--- src/rtl/core/stbrchk_pkg.sv ---
// ----------------------------------------------------------------------------
// stbrchk_pkg
// Shared types and constants of the style text brace checker.
// ----------------------------------------------------------------------------
package stbrchk_pkg;

   // Character codes of interest
   localparam logic [15:0] CH_NL    = 16'h000A;
   localparam logic [15:0] CH_DQ    = 16'h0022;
   localparam logic [15:0] CH_SQ    = 16'h0027;
   localparam logic [15:0] CH_STAR  = 16'h002A;
   localparam logic [15:0] CH_SLASH = 16'h002F;
   localparam logic [15:0] CH_BSL   = 16'h005C;
   localparam logic [15:0] CH_OPEN  = 16'h007B;
   localparam logic [15:0] CH_CLOSE = 16'h007D;

   localparam int CHAR_W   = 16;
   localparam int STATUS_W = 3;
   localparam int LINE_W   = 20;

   localparam int LINE_BITS_DEFAULT   = 20;
   localparam int DEPTH_BITS_DEFAULT  = 16;
   localparam int QUEUE_DEPTH_DEFAULT = 4;

   typedef enum logic [3:0] {
      TOK_OTHER,
      TOK_NL,
      TOK_DQ,
      TOK_SQ,
      TOK_STAR,
      TOK_SLASH,
      TOK_BSL,
      TOK_OPEN,
      TOK_CLOSE
   } tok_kind_type;

   typedef struct packed {
      tok_kind_type kind;
      logic         last;
   } tok_type;

   typedef enum logic [STATUS_W-1:0] {
      ST_OK         = 3'd0,
      ST_CLOSE      = 3'd1,
      ST_COMMENT    = 3'd2,
      ST_STRING     = 3'd3,
      ST_OPEN       = 3'd4
   } status_type;

   // Handshake between the queue and the back end
   typedef struct packed {
      logic    empty;
      tok_type data;
   } queue_head_type;

   function automatic tok_kind_type classify(input logic [CHAR_W-1:0] c);
      tok_kind_type k;
      case (c)
         CH_NL:    k = TOK_NL;
         CH_DQ:    k = TOK_DQ;
         CH_SQ:    k = TOK_SQ;
         CH_STAR:  k = TOK_STAR;
         CH_SLASH: k = TOK_SLASH;
         CH_BSL:   k = TOK_BSL;
         CH_OPEN:  k = TOK_OPEN;
         CH_CLOSE: k = TOK_CLOSE;
         default:  k = TOK_OTHER;
      endcase
      return k;
   endfunction

endpackage

--- src/rtl/core/stbrchk_back.sv ---
// ----------------------------------------------------------------------------
// stbrchk_back
// Scanner: applies one token per cycle (final ones may stall), issues results.
// ----------------------------------------------------------------------------
module stbrchk_back
   import stbrchk_pkg::*;
#(
   parameter int LINE_BITS  = LINE_BITS_DEFAULT,
   parameter int DEPTH_BITS = DEPTH_BITS_DEFAULT
)
(
   input  logic                clock,
   input  logic                reset,
   input  queue_head_type      head,
   output logic                tok_pop,
   output logic                rsp_empty,
   input  logic                rsp_pop,
   output logic [STATUS_W-1:0] rsp_status,
   output logic [LINE_W-1:0]   rsp_line_number
);

   localparam logic [LINE_BITS-1:0] LINE_ONE = LINE_BITS'(1);

   logic [LINE_BITS-1:0]  line_count_ff, line_count_in;
   logic [DEPTH_BITS-1:0] brace_depth_ff, brace_depth_in;
   logic [LINE_BITS-1:0]  first_open_line_ff, first_open_line_in;
   logic [LINE_BITS-1:0]  comment_open_line_ff, comment_open_line_in;
   logic [LINE_BITS-1:0]  close_error_line_ff, close_error_line_in;
   logic in_comment_ff, in_comment_in;
   logic in_string_ff, in_string_in;
   logic quote_single_ff, quote_single_in;
   logic slash_pending_ff, slash_pending_in;
   logic star_pending_ff, star_pending_in;
   logic escape_pending_ff, escape_pending_in;
   logic close_error_ff, close_error_in;

   logic                rsp_valid_ff;
   status_type          status_ff, status_in;
   logic [LINE_W-1:0]   line_ff;
   logic [LINE_BITS-1:0] sel_line;
   logic [LINE_BITS+LINE_W-1:0] line_ext;

   tok_kind_type kind;
   logic         quote_match;
   logic         opened_comment;

   assign kind      = head.data.kind;
   // only a final token has to wait for the result register to drain
   assign tok_pop   = !head.empty && (!head.data.last || !rsp_valid_ff || rsp_pop);
   assign rsp_empty = !rsp_valid_ff;
   assign rsp_status      = status_ff;
   assign rsp_line_number = line_ff;
   assign quote_match = quote_single_ff ? (kind == TOK_SQ) : (kind == TOK_DQ);

   always_comb begin
      line_count_in        = line_count_ff;
      brace_depth_in       = brace_depth_ff;
      first_open_line_in   = first_open_line_ff;
      comment_open_line_in = comment_open_line_ff;
      close_error_line_in  = close_error_line_ff;
      in_comment_in        = in_comment_ff;
      in_string_in         = in_string_ff;
      quote_single_in      = quote_single_ff;
      slash_pending_in     = slash_pending_ff;
      star_pending_in      = star_pending_ff;
      escape_pending_in    = escape_pending_ff;
      close_error_in       = close_error_ff;
      opened_comment       = 1'b0;

      if (escape_pending_ff) begin
         escape_pending_in = 1'b0;
      end else if (kind == TOK_NL) begin
         if (line_count_ff != '1) begin
            line_count_in = line_count_ff + LINE_ONE;
         end
         slash_pending_in = 1'b0;
         star_pending_in  = 1'b0;
      end else if (in_comment_ff) begin
         if (star_pending_ff && kind == TOK_SLASH) begin
            in_comment_in   = 1'b0;
            star_pending_in = 1'b0;
         end else begin
            star_pending_in = (kind == TOK_STAR);
         end
      end else if (in_string_ff) begin
         if (kind == TOK_BSL) begin
            escape_pending_in = 1'b1;
         end else if (quote_match) begin
            in_string_in = 1'b0;
         end
      end else begin
         if (slash_pending_ff) begin
            slash_pending_in = 1'b0;
            if (kind == TOK_STAR) begin
               opened_comment       = 1'b1;
               in_comment_in        = 1'b1;
               star_pending_in      = 1'b0;
               comment_open_line_in = line_count_ff;
            end
         end
         if (!opened_comment) begin
            case (kind)
               TOK_SLASH: begin
                  slash_pending_in = 1'b1;
               end
               TOK_DQ, TOK_SQ: begin
                  in_string_in    = 1'b1;
                  quote_single_in = (kind == TOK_SQ);
               end
               TOK_OPEN: begin
                  if (brace_depth_ff == '0) begin
                     first_open_line_in = line_count_ff;
                  end
                  if (brace_depth_ff != '1) begin
                     brace_depth_in = brace_depth_ff + DEPTH_BITS'(1);
                  end
               end
               TOK_CLOSE: begin
                  if (brace_depth_ff == '0) begin
                     if (!close_error_ff) begin
                        close_error_in      = 1'b1;
                        close_error_line_in = line_count_ff;
                     end
                  end else begin
                     brace_depth_in = brace_depth_ff - DEPTH_BITS'(1);
                  end
               end
               default: begin
               end
            endcase
         end
      end

      // Final status, by priority
      if (close_error_in) begin
         status_in = ST_CLOSE;
         sel_line  = close_error_line_in;
      end else if (in_comment_in) begin
         status_in = ST_COMMENT;
         sel_line  = comment_open_line_in;
      end else if (in_string_in) begin
         status_in = ST_STRING;
         sel_line  = line_count_in;
      end else if (brace_depth_in != '0) begin
         status_in = ST_OPEN;
         sel_line  = first_open_line_in;
      end else begin
         status_in = ST_OK;
         sel_line  = '0;
      end
      line_ext = {LINE_W'(0), sel_line};
   end

   always_ff @(posedge clock) begin
      if (reset || (tok_pop && head.data.last)) begin
         line_count_ff        <= LINE_ONE;
         brace_depth_ff       <= '0;
         first_open_line_ff   <= '0;
         comment_open_line_ff <= '0;
         close_error_line_ff  <= '0;
         in_comment_ff        <= 1'b0;
         in_string_ff         <= 1'b0;
         quote_single_ff      <= 1'b0;
         slash_pending_ff     <= 1'b0;
         star_pending_ff      <= 1'b0;
         escape_pending_ff    <= 1'b0;
         close_error_ff       <= 1'b0;
      end else if (tok_pop) begin
         line_count_ff        <= line_count_in;
         brace_depth_ff       <= brace_depth_in;
         first_open_line_ff   <= first_open_line_in;
         comment_open_line_ff <= comment_open_line_in;
         close_error_line_ff  <= close_error_line_in;
         in_comment_ff        <= in_comment_in;
         in_string_ff         <= in_string_in;
         quote_single_ff      <= quote_single_in;
         slash_pending_ff     <= slash_pending_in;
         star_pending_ff      <= star_pending_in;
         escape_pending_ff    <= escape_pending_in;
         close_error_ff       <= close_error_in;
      end

      if (reset) begin
         rsp_valid_ff <= 1'b0;
      end else if (tok_pop && head.data.last) begin
         rsp_valid_ff <= 1'b1;
      end else if (rsp_pop) begin
         rsp_valid_ff <= 1'b0;
      end

      if (tok_pop && head.data.last) begin
         status_ff <= status_in;
         line_ff   <= line_ext[LINE_W-1:0];
      end
   end

endmodule

--- config.mk ---
export PLATFORM = sky130hd
export DESIGN_NAME = stbrchk_back
export DESIGN_NICKNAME = d
export VERILOG_FILES = /design/src/rtl/core/stbrchk_pkg.sv /design/src/rtl/core/stbrchk_back.sv
export SDC_FILE = /design/constraint.sdc
export NUM_CORES = 1
export LEC_CHECK = 0
export ABC_AREA = 1
export BUFFER_PORTS_ARGS = -buffer_cell sky130_fd_sc_hd__buf_4
export CAP_MARGIN = 10
export CORE_MARGIN = 5
export CORE_UTILIZATION = 65
export DETAILED_ROUTE_END_ITERATION = 10
export PLACE_DENSITY = 0.92
export SETUP_SLACK_MARGIN = 0.05
export SYNTH_ARGS = -nofsm -noshare
export SYNTH_HDL_FRONTEND = slang
export SYNTH_SLANG_ARGS = --single-unit
--- constraint.sdc ---
create_clock -name clock -period 5.3 [get_ports clock]
set_clock_uncertainty 0.15 [all_clocks]
set_input_delay 0.53 -clock clock [delete_from_list [all_inputs] [get_ports clock]]
set_output_delay 0.53 -clock clock [all_outputs]
set_load 0.01 [all_outputs]
## Word-level counts from Yosys, hierarchy flattened

Index checks and enable logic that the tools add are counted.

- Memory bits (writable): 0
- Bits in read-only memories: 0
- Memories: 0
- Latch bits: 0
- Input port bits: 9
- Flip-flop bits (word level): 127

- Add/sub/neg operators: 3
- Divide/modulo/power cells: 0
- Reductions and logical operators: 19
- $lt $le $gt $ge: 0
- Shift operators: 0
- Multipliers: 0
- Bitwise logic cells: 5
- Equal/unequal tests: 13
- Muxes and demuxes: 84

Operators by type and width:

| kind | number |
|---|---|
| 20-bit 2-to-1 mux | 28 |
| 16-bit 2-to-1 mux | 7 |
| 1-bit 2-to-1 mux | 45 |
| 16-bit case mux with 2 select lines | 1 |
| 20-bit by 1-bit adder with 20-bit output (second input constant) | 1 |
| 20-bit != test (second input constant) | 1 |
| 16-bit by 1-bit adder with 16-bit output (second input constant) | 1 |
| 4-bit by 3-bit == test with 1-bit output (second input constant) | 4 |
| 16-bit zero test | 1 |
| 16-bit != test (second input constant) | 1 |
| 16-bit nonzero test | 1 |
| 16-bit by 1-bit subtractor with 16-bit output (second input constant) | 1 |
| 4-bit by 2-bit == test with 1-bit output (second input constant) | 2 |
| 7-bit AND reduction | 1 |
| 3-bit nonzero test | 2 |
| 1-bit inverter | 5 |
| 5-bit AND reduction | 1 |
| 4-bit by 1-bit == test with 1-bit output (second input constant) | 1 |
| 4-bit == test (second input constant) | 1 |
| 2-bit 2-to-1 mux | 2 |
| 2-bit by 1-bit != test with 1-bit output (second input constant) | 2 |
| 4-bit AND reduction | 1 |
| 1-bit logical AND | 3 |
| 1-bit zero test | 3 |
| 6 further kinds | 8 |

## Longest topological paths before layout

- Depth after elaboration: 17
- Gate-level depth with buffers: 19

## Least setup slack after synthesis

Ideal clock, no wire load.

- Path kind: input-to-reg
- From: in head[4] (netlist name)
- To: reg line_ff[10], in the netlist rsp_line_number[10], data pin
- Setup slack: 2,899 ps
- Stages: 15
- Data required time: 4,889 ps
- Arrival: 1,990 ps
- Path through: inv_1 nand2_1 nor3_4 nor2_2 nor2_4 nand3_2 nand2_1 nand2_1 nor2_1 nand2_1 nor2_1 nand3_2 buf_6 nand3_1 a21oi_1

- Word-level cells in the longest chain between the ends: 17

Ends and longest elaborated chain:

| what | line | source |
|---|---|---|
| from (decl) | stbrchk_back.sv:14 | `input queue_head_type head,` |
| 4-bit by 3-bit == test with 1-bit output | stbrchk_back.sv:94 | `if (kind == TOK_STAR) begin` |
| 1-bit 2-to-1 mux | stbrchk_back.sv:94 |  |
| 1-bit 2-to-1 mux | stbrchk_back.sv:92 | `if (slash_pending_ff) begin` |
| 1-bit 2-to-1 mux | stbrchk_back.sv:85 | `end else if (in_string_ff) begin` |
| 1-bit 2-to-1 mux | stbrchk_back.sv:78 | `end else if (in_comment_ff) begin` |
| 1-bit 2-to-1 mux | stbrchk_back.sv:72 | `end else if (kind == TOK_NL) begin` |
| 1-bit 2-to-1 mux | stbrchk_back.sv:70 | `if (escape_pending_ff) begin` |
| 16-bit 2-to-1 mux | stbrchk_back.sv:101 | `if (!opened_comment) begin` |
| (+2 left out) | -- |  |
| 16-bit 2-to-1 mux | stbrchk_back.sv:72 |  |
| 16-bit 2-to-1 mux | stbrchk_back.sv:70 |  |
| 16-bit nonzero test | stbrchk_back.sv:144 | `end else if (brace_depth_in != '0) begin` |
| 20-bit 2-to-1 mux | stbrchk_back.sv:144 |  |
| 20-bit 2-to-1 mux | stbrchk_back.sv:141 | `end else if (in_string_in) begin` |
| 20-bit 2-to-1 mux | stbrchk_back.sv:138 | `end else if (in_comment_in) begin` |
| 20-bit 2-to-1 mux (*) | stbrchk_back.sv:135 | `if (close_error_in) begin` |
| named net sel_line[10] | stbrchk_back.sv:40 | `logic [LINE_BITS-1:0] sel_line;` |
| to (signal assigned) | stbrchk_back.sv:193 | `line_ff <= line_ext[LINE_W-1:0];` |
| to (decl) | stbrchk_back.sv:39 | `logic [LINE_W-1:0] line_ff;` |

Mark *: on every way through the listed nets, which the timed path passes. The rest lies on a longest branch. The select of a mux whose other input is x is not followed.
A chain may end at the register's enable or synchronous reset.

## Worst setup path in the final report

- From: reg brace_depth_ff[0]
- To: reg line_ff[14], in the netlist rsp_line_number[14], data pin

- Word-level cells in the longest chain between the ends: 13

Ends and longest elaborated chain:

| what | line | source |
|---|---|---|
| from (decl) | stbrchk_back.sv:25 | `logic [DEPTH_BITS-1:0] brace_depth_ff, brace_depth_in;` |
| from (signal assigned) | stbrchk_back.sv:170 | `brace_depth_ff <= brace_depth_in;` |
| 16-bit by 1-bit subtractor with 16-bit output, or another cell as far along | stbrchk_back.sv:125 | `brace_depth_in = brace_depth_ff - DEPTH_BITS'(1);` |
| 16-bit 2-to-1 mux, on equally long branches | stbrchk_back.sv:119, stbrchk_back.sv:114 |  |
| 16-bit case mux with 2 select lines | stbrchk_back.sv:102 | `case (kind)` |
| 16-bit 2-to-1 mux | stbrchk_back.sv:101 |  |
| 16-bit 2-to-1 mux | stbrchk_back.sv:85 |  |
| 16-bit 2-to-1 mux | stbrchk_back.sv:78 |  |
| 16-bit 2-to-1 mux | stbrchk_back.sv:72 |  |
| 16-bit 2-to-1 mux | stbrchk_back.sv:70 |  |
| 16-bit nonzero test | stbrchk_back.sv:144 |  |
| 20-bit 2-to-1 mux | stbrchk_back.sv:144 |  |
| 20-bit 2-to-1 mux | stbrchk_back.sv:141 |  |
| 20-bit 2-to-1 mux | stbrchk_back.sv:138 |  |
| 20-bit 2-to-1 mux (*) | stbrchk_back.sv:135 |  |
| named net sel_line[14] | stbrchk_back.sv:40 |  |

Mark *: on every way through the listed nets, which the timed path passes. The rest lies on a longest branch.

==> metrics <==
Psw=between 800 and 900 uW; fin. max-slew vios=0; synthesized instance count=1257; clock slew at reported path FFs=~0.06 ns; endpoints failing hold=0; CP Cell Sequence=inv_1 -> ha_1 -> nand2_1 -> nor2_1 -> nand2_1 -> nand3b_1 -> nand3_1 -> nand2_1 -> clkinv_1 -> nor2_1 -> nand2_1 -> nor2_1 -> nand3_2 -> nand2_1 -> nand2_1 -> nand2_1 -> nand2_1; Syn-to-layout area delta=9.81%; Num CTS Buffers=17; simple-gate share of the synthesized area=0.299; core area=~12000 um^2; drt drc=0; commonest register cell after synthesis=dfxtp_1; Die Y=between 100 and 150 um; Fillers=roughly 950; P_int=roughly 1.8 mW; distinct cell type count after synthesis=between 40 and 50; drt wl/cell=15.7 um; setup TNS=0 ns; share of layout cells above drive strength 1=0.0825; leakage power=around 4.1 nW; compound-cell area share of the yosys netlist=0.197; clock power share=0.418; latest clock arrival within the worst-skew pair=about 0.43 ns; CP max stage delay=0.49 ns; CP required=5.33 ns; synthesized flop and latch total=127; max_slew headroom=0.272; num ports=34; critical path class=reg2reg; Initial Utilization=0.662; first-pass GRT wire length=~36 mm; R2R cell count=17; Mapped Area=approximately 8000 um^2; clk sinks=between 100 and 150; drt first pass iters=6; status=complete, no violations; hold buffers post-CTS=0; final worst path period share=0.676; gpl congestion=approximately 0.96; hold wc startpoint=reset; Seq/Total Area, Yosys=0.350; DR iter-0 viols=around 1000; area of the multi-input gates=approximately 4200 um^2; global route hottest layer=met2; EDFF count, synth=23; CTS tree=yes; share of total power in sequential cells=0.415; Antenna diodes=0; RR Startpoint=brace_depth_ff[0]$_SDFFE_PP0P_; die width=around 120 um; Setup WS post-layout=roughly 1.7 ns; top-area cell type share of the netlist area=0.263; Global Route Usage Sum=0.306; post-DR vias/cell=a little under 6; Top cell by count, worst path=nand2_1; GRT met2 Usage=0.499; final setup vio count=0; storage element area=2770 um^2; DR vias=around 8300; Post-DRT Antenna Nets=0; H-tree depth=4; Setup Fix Bufs, Post-CTS=0; crit path DAT=roughly 3.6 ns; Net Sw Frac=0.304; WHS Path Cells=4; RSZ-0062 raised after global routing=false; Worst Hold Class=in2reg; DP Worst Slack=between 1.5 and 2 ns; area of the die=approximately 14000 um^2; initial antenna violation count=0; reg-to-reg slack, setup=approximately 1.7 ns; CP max-delay cell=nand3_2; hold endpoint=rsp_valid_ff$_SDFFE_PP0P_; Final Critical Period=about 3.6 ns; Max IR drop VDD=0.225 mV; post-route cell area=8700 um^2; Synthesis Warnings=0; area leader, netlist=dfxtp_1; synth top area cells=dfxtp_1 26%, nand2_1 14%, o21ai_0 9.8%; Startpoint Class=flip-flop; vias in the first global route=~7600; clock buffer depth=2; largest net degree at the start of global routing=75; GRT met1 Usage=0.395; Avg Inst Size Synth=6.30 um^2; CP max FO=21; largest family of logic cells by synthesized area=simple AND/OR/NAND/NOR gates; CP Capture Type=flip-flop; Buffers on Ports=33; grt ovf=0; PostCTS Resize Cnt=0; Comb power frac=0.166; num rows=40; CTS Root Cell=clkbuf_16; xor/xnor cell area share of the yosys netlist=0.0221; Post-DP HPWL=about 14 mm; Layout Nets=1260; Syn Nets=1269; Reg-to-Reg End=rsp_line_number[14]$_DFFE_PP_; Max-Cap Viols=0; asr flop ratio synth=0; multiplexer area fraction after synthesis=0; f_max=279 MHz; met3 usage=0.0571; DRT Wirelength=roughly 22 mm; DP Area=roughly 8100 um^2; power density cells=303 nW/um^2; adder and majority cell fraction of the synthesized area=0.00474; Tightest Pin Transition=1.09 ns
[synth_stat cells (3+ instances only)]
library cell and number:
nand2_1 294, inv_1 173, o21ai_0 155, nor2_1 137
dfxtp_1 104, a21oi_1 99, nand3_1 70, clkbuf_1 36
nand4_1 26, buf_2 24, edfxtp_1 23, xor2_1 19
o211ai_1 15, inv_2 9, buf_1 8, nor3_1 8
a211oi_1 7, nor2_2 6, nand3b_1 5, o21ai_1 5
o221ai_1 4, ha_1 3, nor4_1 3
[power groups by stage]
stage	Clock (mW)	Combinational [mW]	Sequential [mW]
2_1_floorplan	0	0.329	1.09
3_3_place_gp	0	0.410	1.11
6_report	1.10	0.439	1.10
4_1_cts	1.10	0.428	1.09
5_1_grt	1.16	0.488	1.10
3_5_place_dp	0	0.421	1.11
[how the worst max path moves through the flow]
stage                                               from                            end  slack, ns  cells past startpoint
after global routing      brace_depth_ff[0]$_SDFFE_PP0P_  rsp_line_number[14]$_DFFE_PP_       1.53                     17
after global placement                           head[2]  rsp_line_number[10]$_DFFE_PP_       1.75                     10
final                     brace_depth_ff[0]$_SDFFE_PP0P_  rsp_line_number[14]$_DFFE_PP_       1.72                     17
after CTS                 brace_depth_ff[0]$_SDFFE_PP0P_  rsp_line_number[17]$_DFFE_PP_       1.83                     15
after floorplan                                  head[4]  rsp_line_number[10]$_DFFE_PP_       2.90                     15
after detailed placement                         head[2]  rsp_line_number[15]$_DFFE_PP_       1.57                     10
[critical path: cells and delay by family (launching register included)]
kind | cells | cell delay [ns]
adder cells (fa/ha/maj) | 1 | 0.32
AND/OR/NAND/NOR | 14 | 2.25
buffers and inverters | 2 | 0.24
flip-flops | 1 | 0.38
[layout make-up]
cell class,instances,share of cell area
multi-input cells,874,0.478
clock inverters,10,0.00906
clock buffers,22,0.0558
inverters,184,0.0794
repair buffers,44,0.0380
well taps,147,0.0211
flip-flops and latches,127,0.319
[sequential cells by signal (all words and copies together) (netlist names)]
signal and flops:
rsp_line_number 20, star_pending_ff 1, rsp_valid_ff 1, close_error_ff 1
first_open_line_ff 20, slash_pending_ff 1, escape_pending_ff 1, quote_single_ff 1
line_count_ff 20, rsp_status 3, brace_depth_ff 16, in_string_ff 1
in_comment_ff 1, close_error_line_ff 20, comment_open_line_ff 20
[per-layer routing]
metal | vias to the layer above | share of wire
li1 | 4051 | -
met1 | 3712 | 0.39
met2 | 490 | 0.47
met3 | 68 | 0.11
met4 | 0 | 0.029
met5 | - | 0
[cell usage in the layout, fill, tap and decap left out, types with 4 or more instances in the layout]
master / Yosys / routed
a21oi_1: 99 / 98
a211oi_1: 7 / 7
o221ai_1: 4 / 4
nor3_1: 8 / 7
inv_2: 9 / 9
edfxtp_1: 23 / 23
buf_4: 2 / 44
xor2_1: 19 / 19
nand2_1: 294 / 293
inv_1: 173 / 172
o21ai_1: 5 / 5
dfxtp_1: 104 / 104
nor2_1: 137 / 136
o211ai_1: 15 / 15
nand3b_1: 5 / 5
nor2_2: 6 / 7
nand4_1: 26 / 26
clkbuf_16: 0 / 18
o21ai_0: 155 / 155
nand3_1: 70 / 70
[cells by family (layout without fill, tap and decap cells)]
family	after synthesis	count (layout)
flip-flops	127	127
AND/OR/NAND/NOR	559	559
adder cells (fa/ha/maj)	3	3
AO/OA/AOI/OAI	292	292
buffers and inverters	256	260
XOR/XNOR	20	20
[per-stage QoR]
stage                     cells  total power [mW]  hold slack (ns)   util
after floorplan            1257              1.42            0.274      -
after global placement     1376              1.52            0.297  0.680
after detailed placement   1376              1.54            0.304  0.680
after CTS                  1408              2.63            0.218  0.727
after global routing       1408              2.75            0.269  0.727
final                      1408              2.64            0.219  0.727
Power figures use the tool's default switching activity.
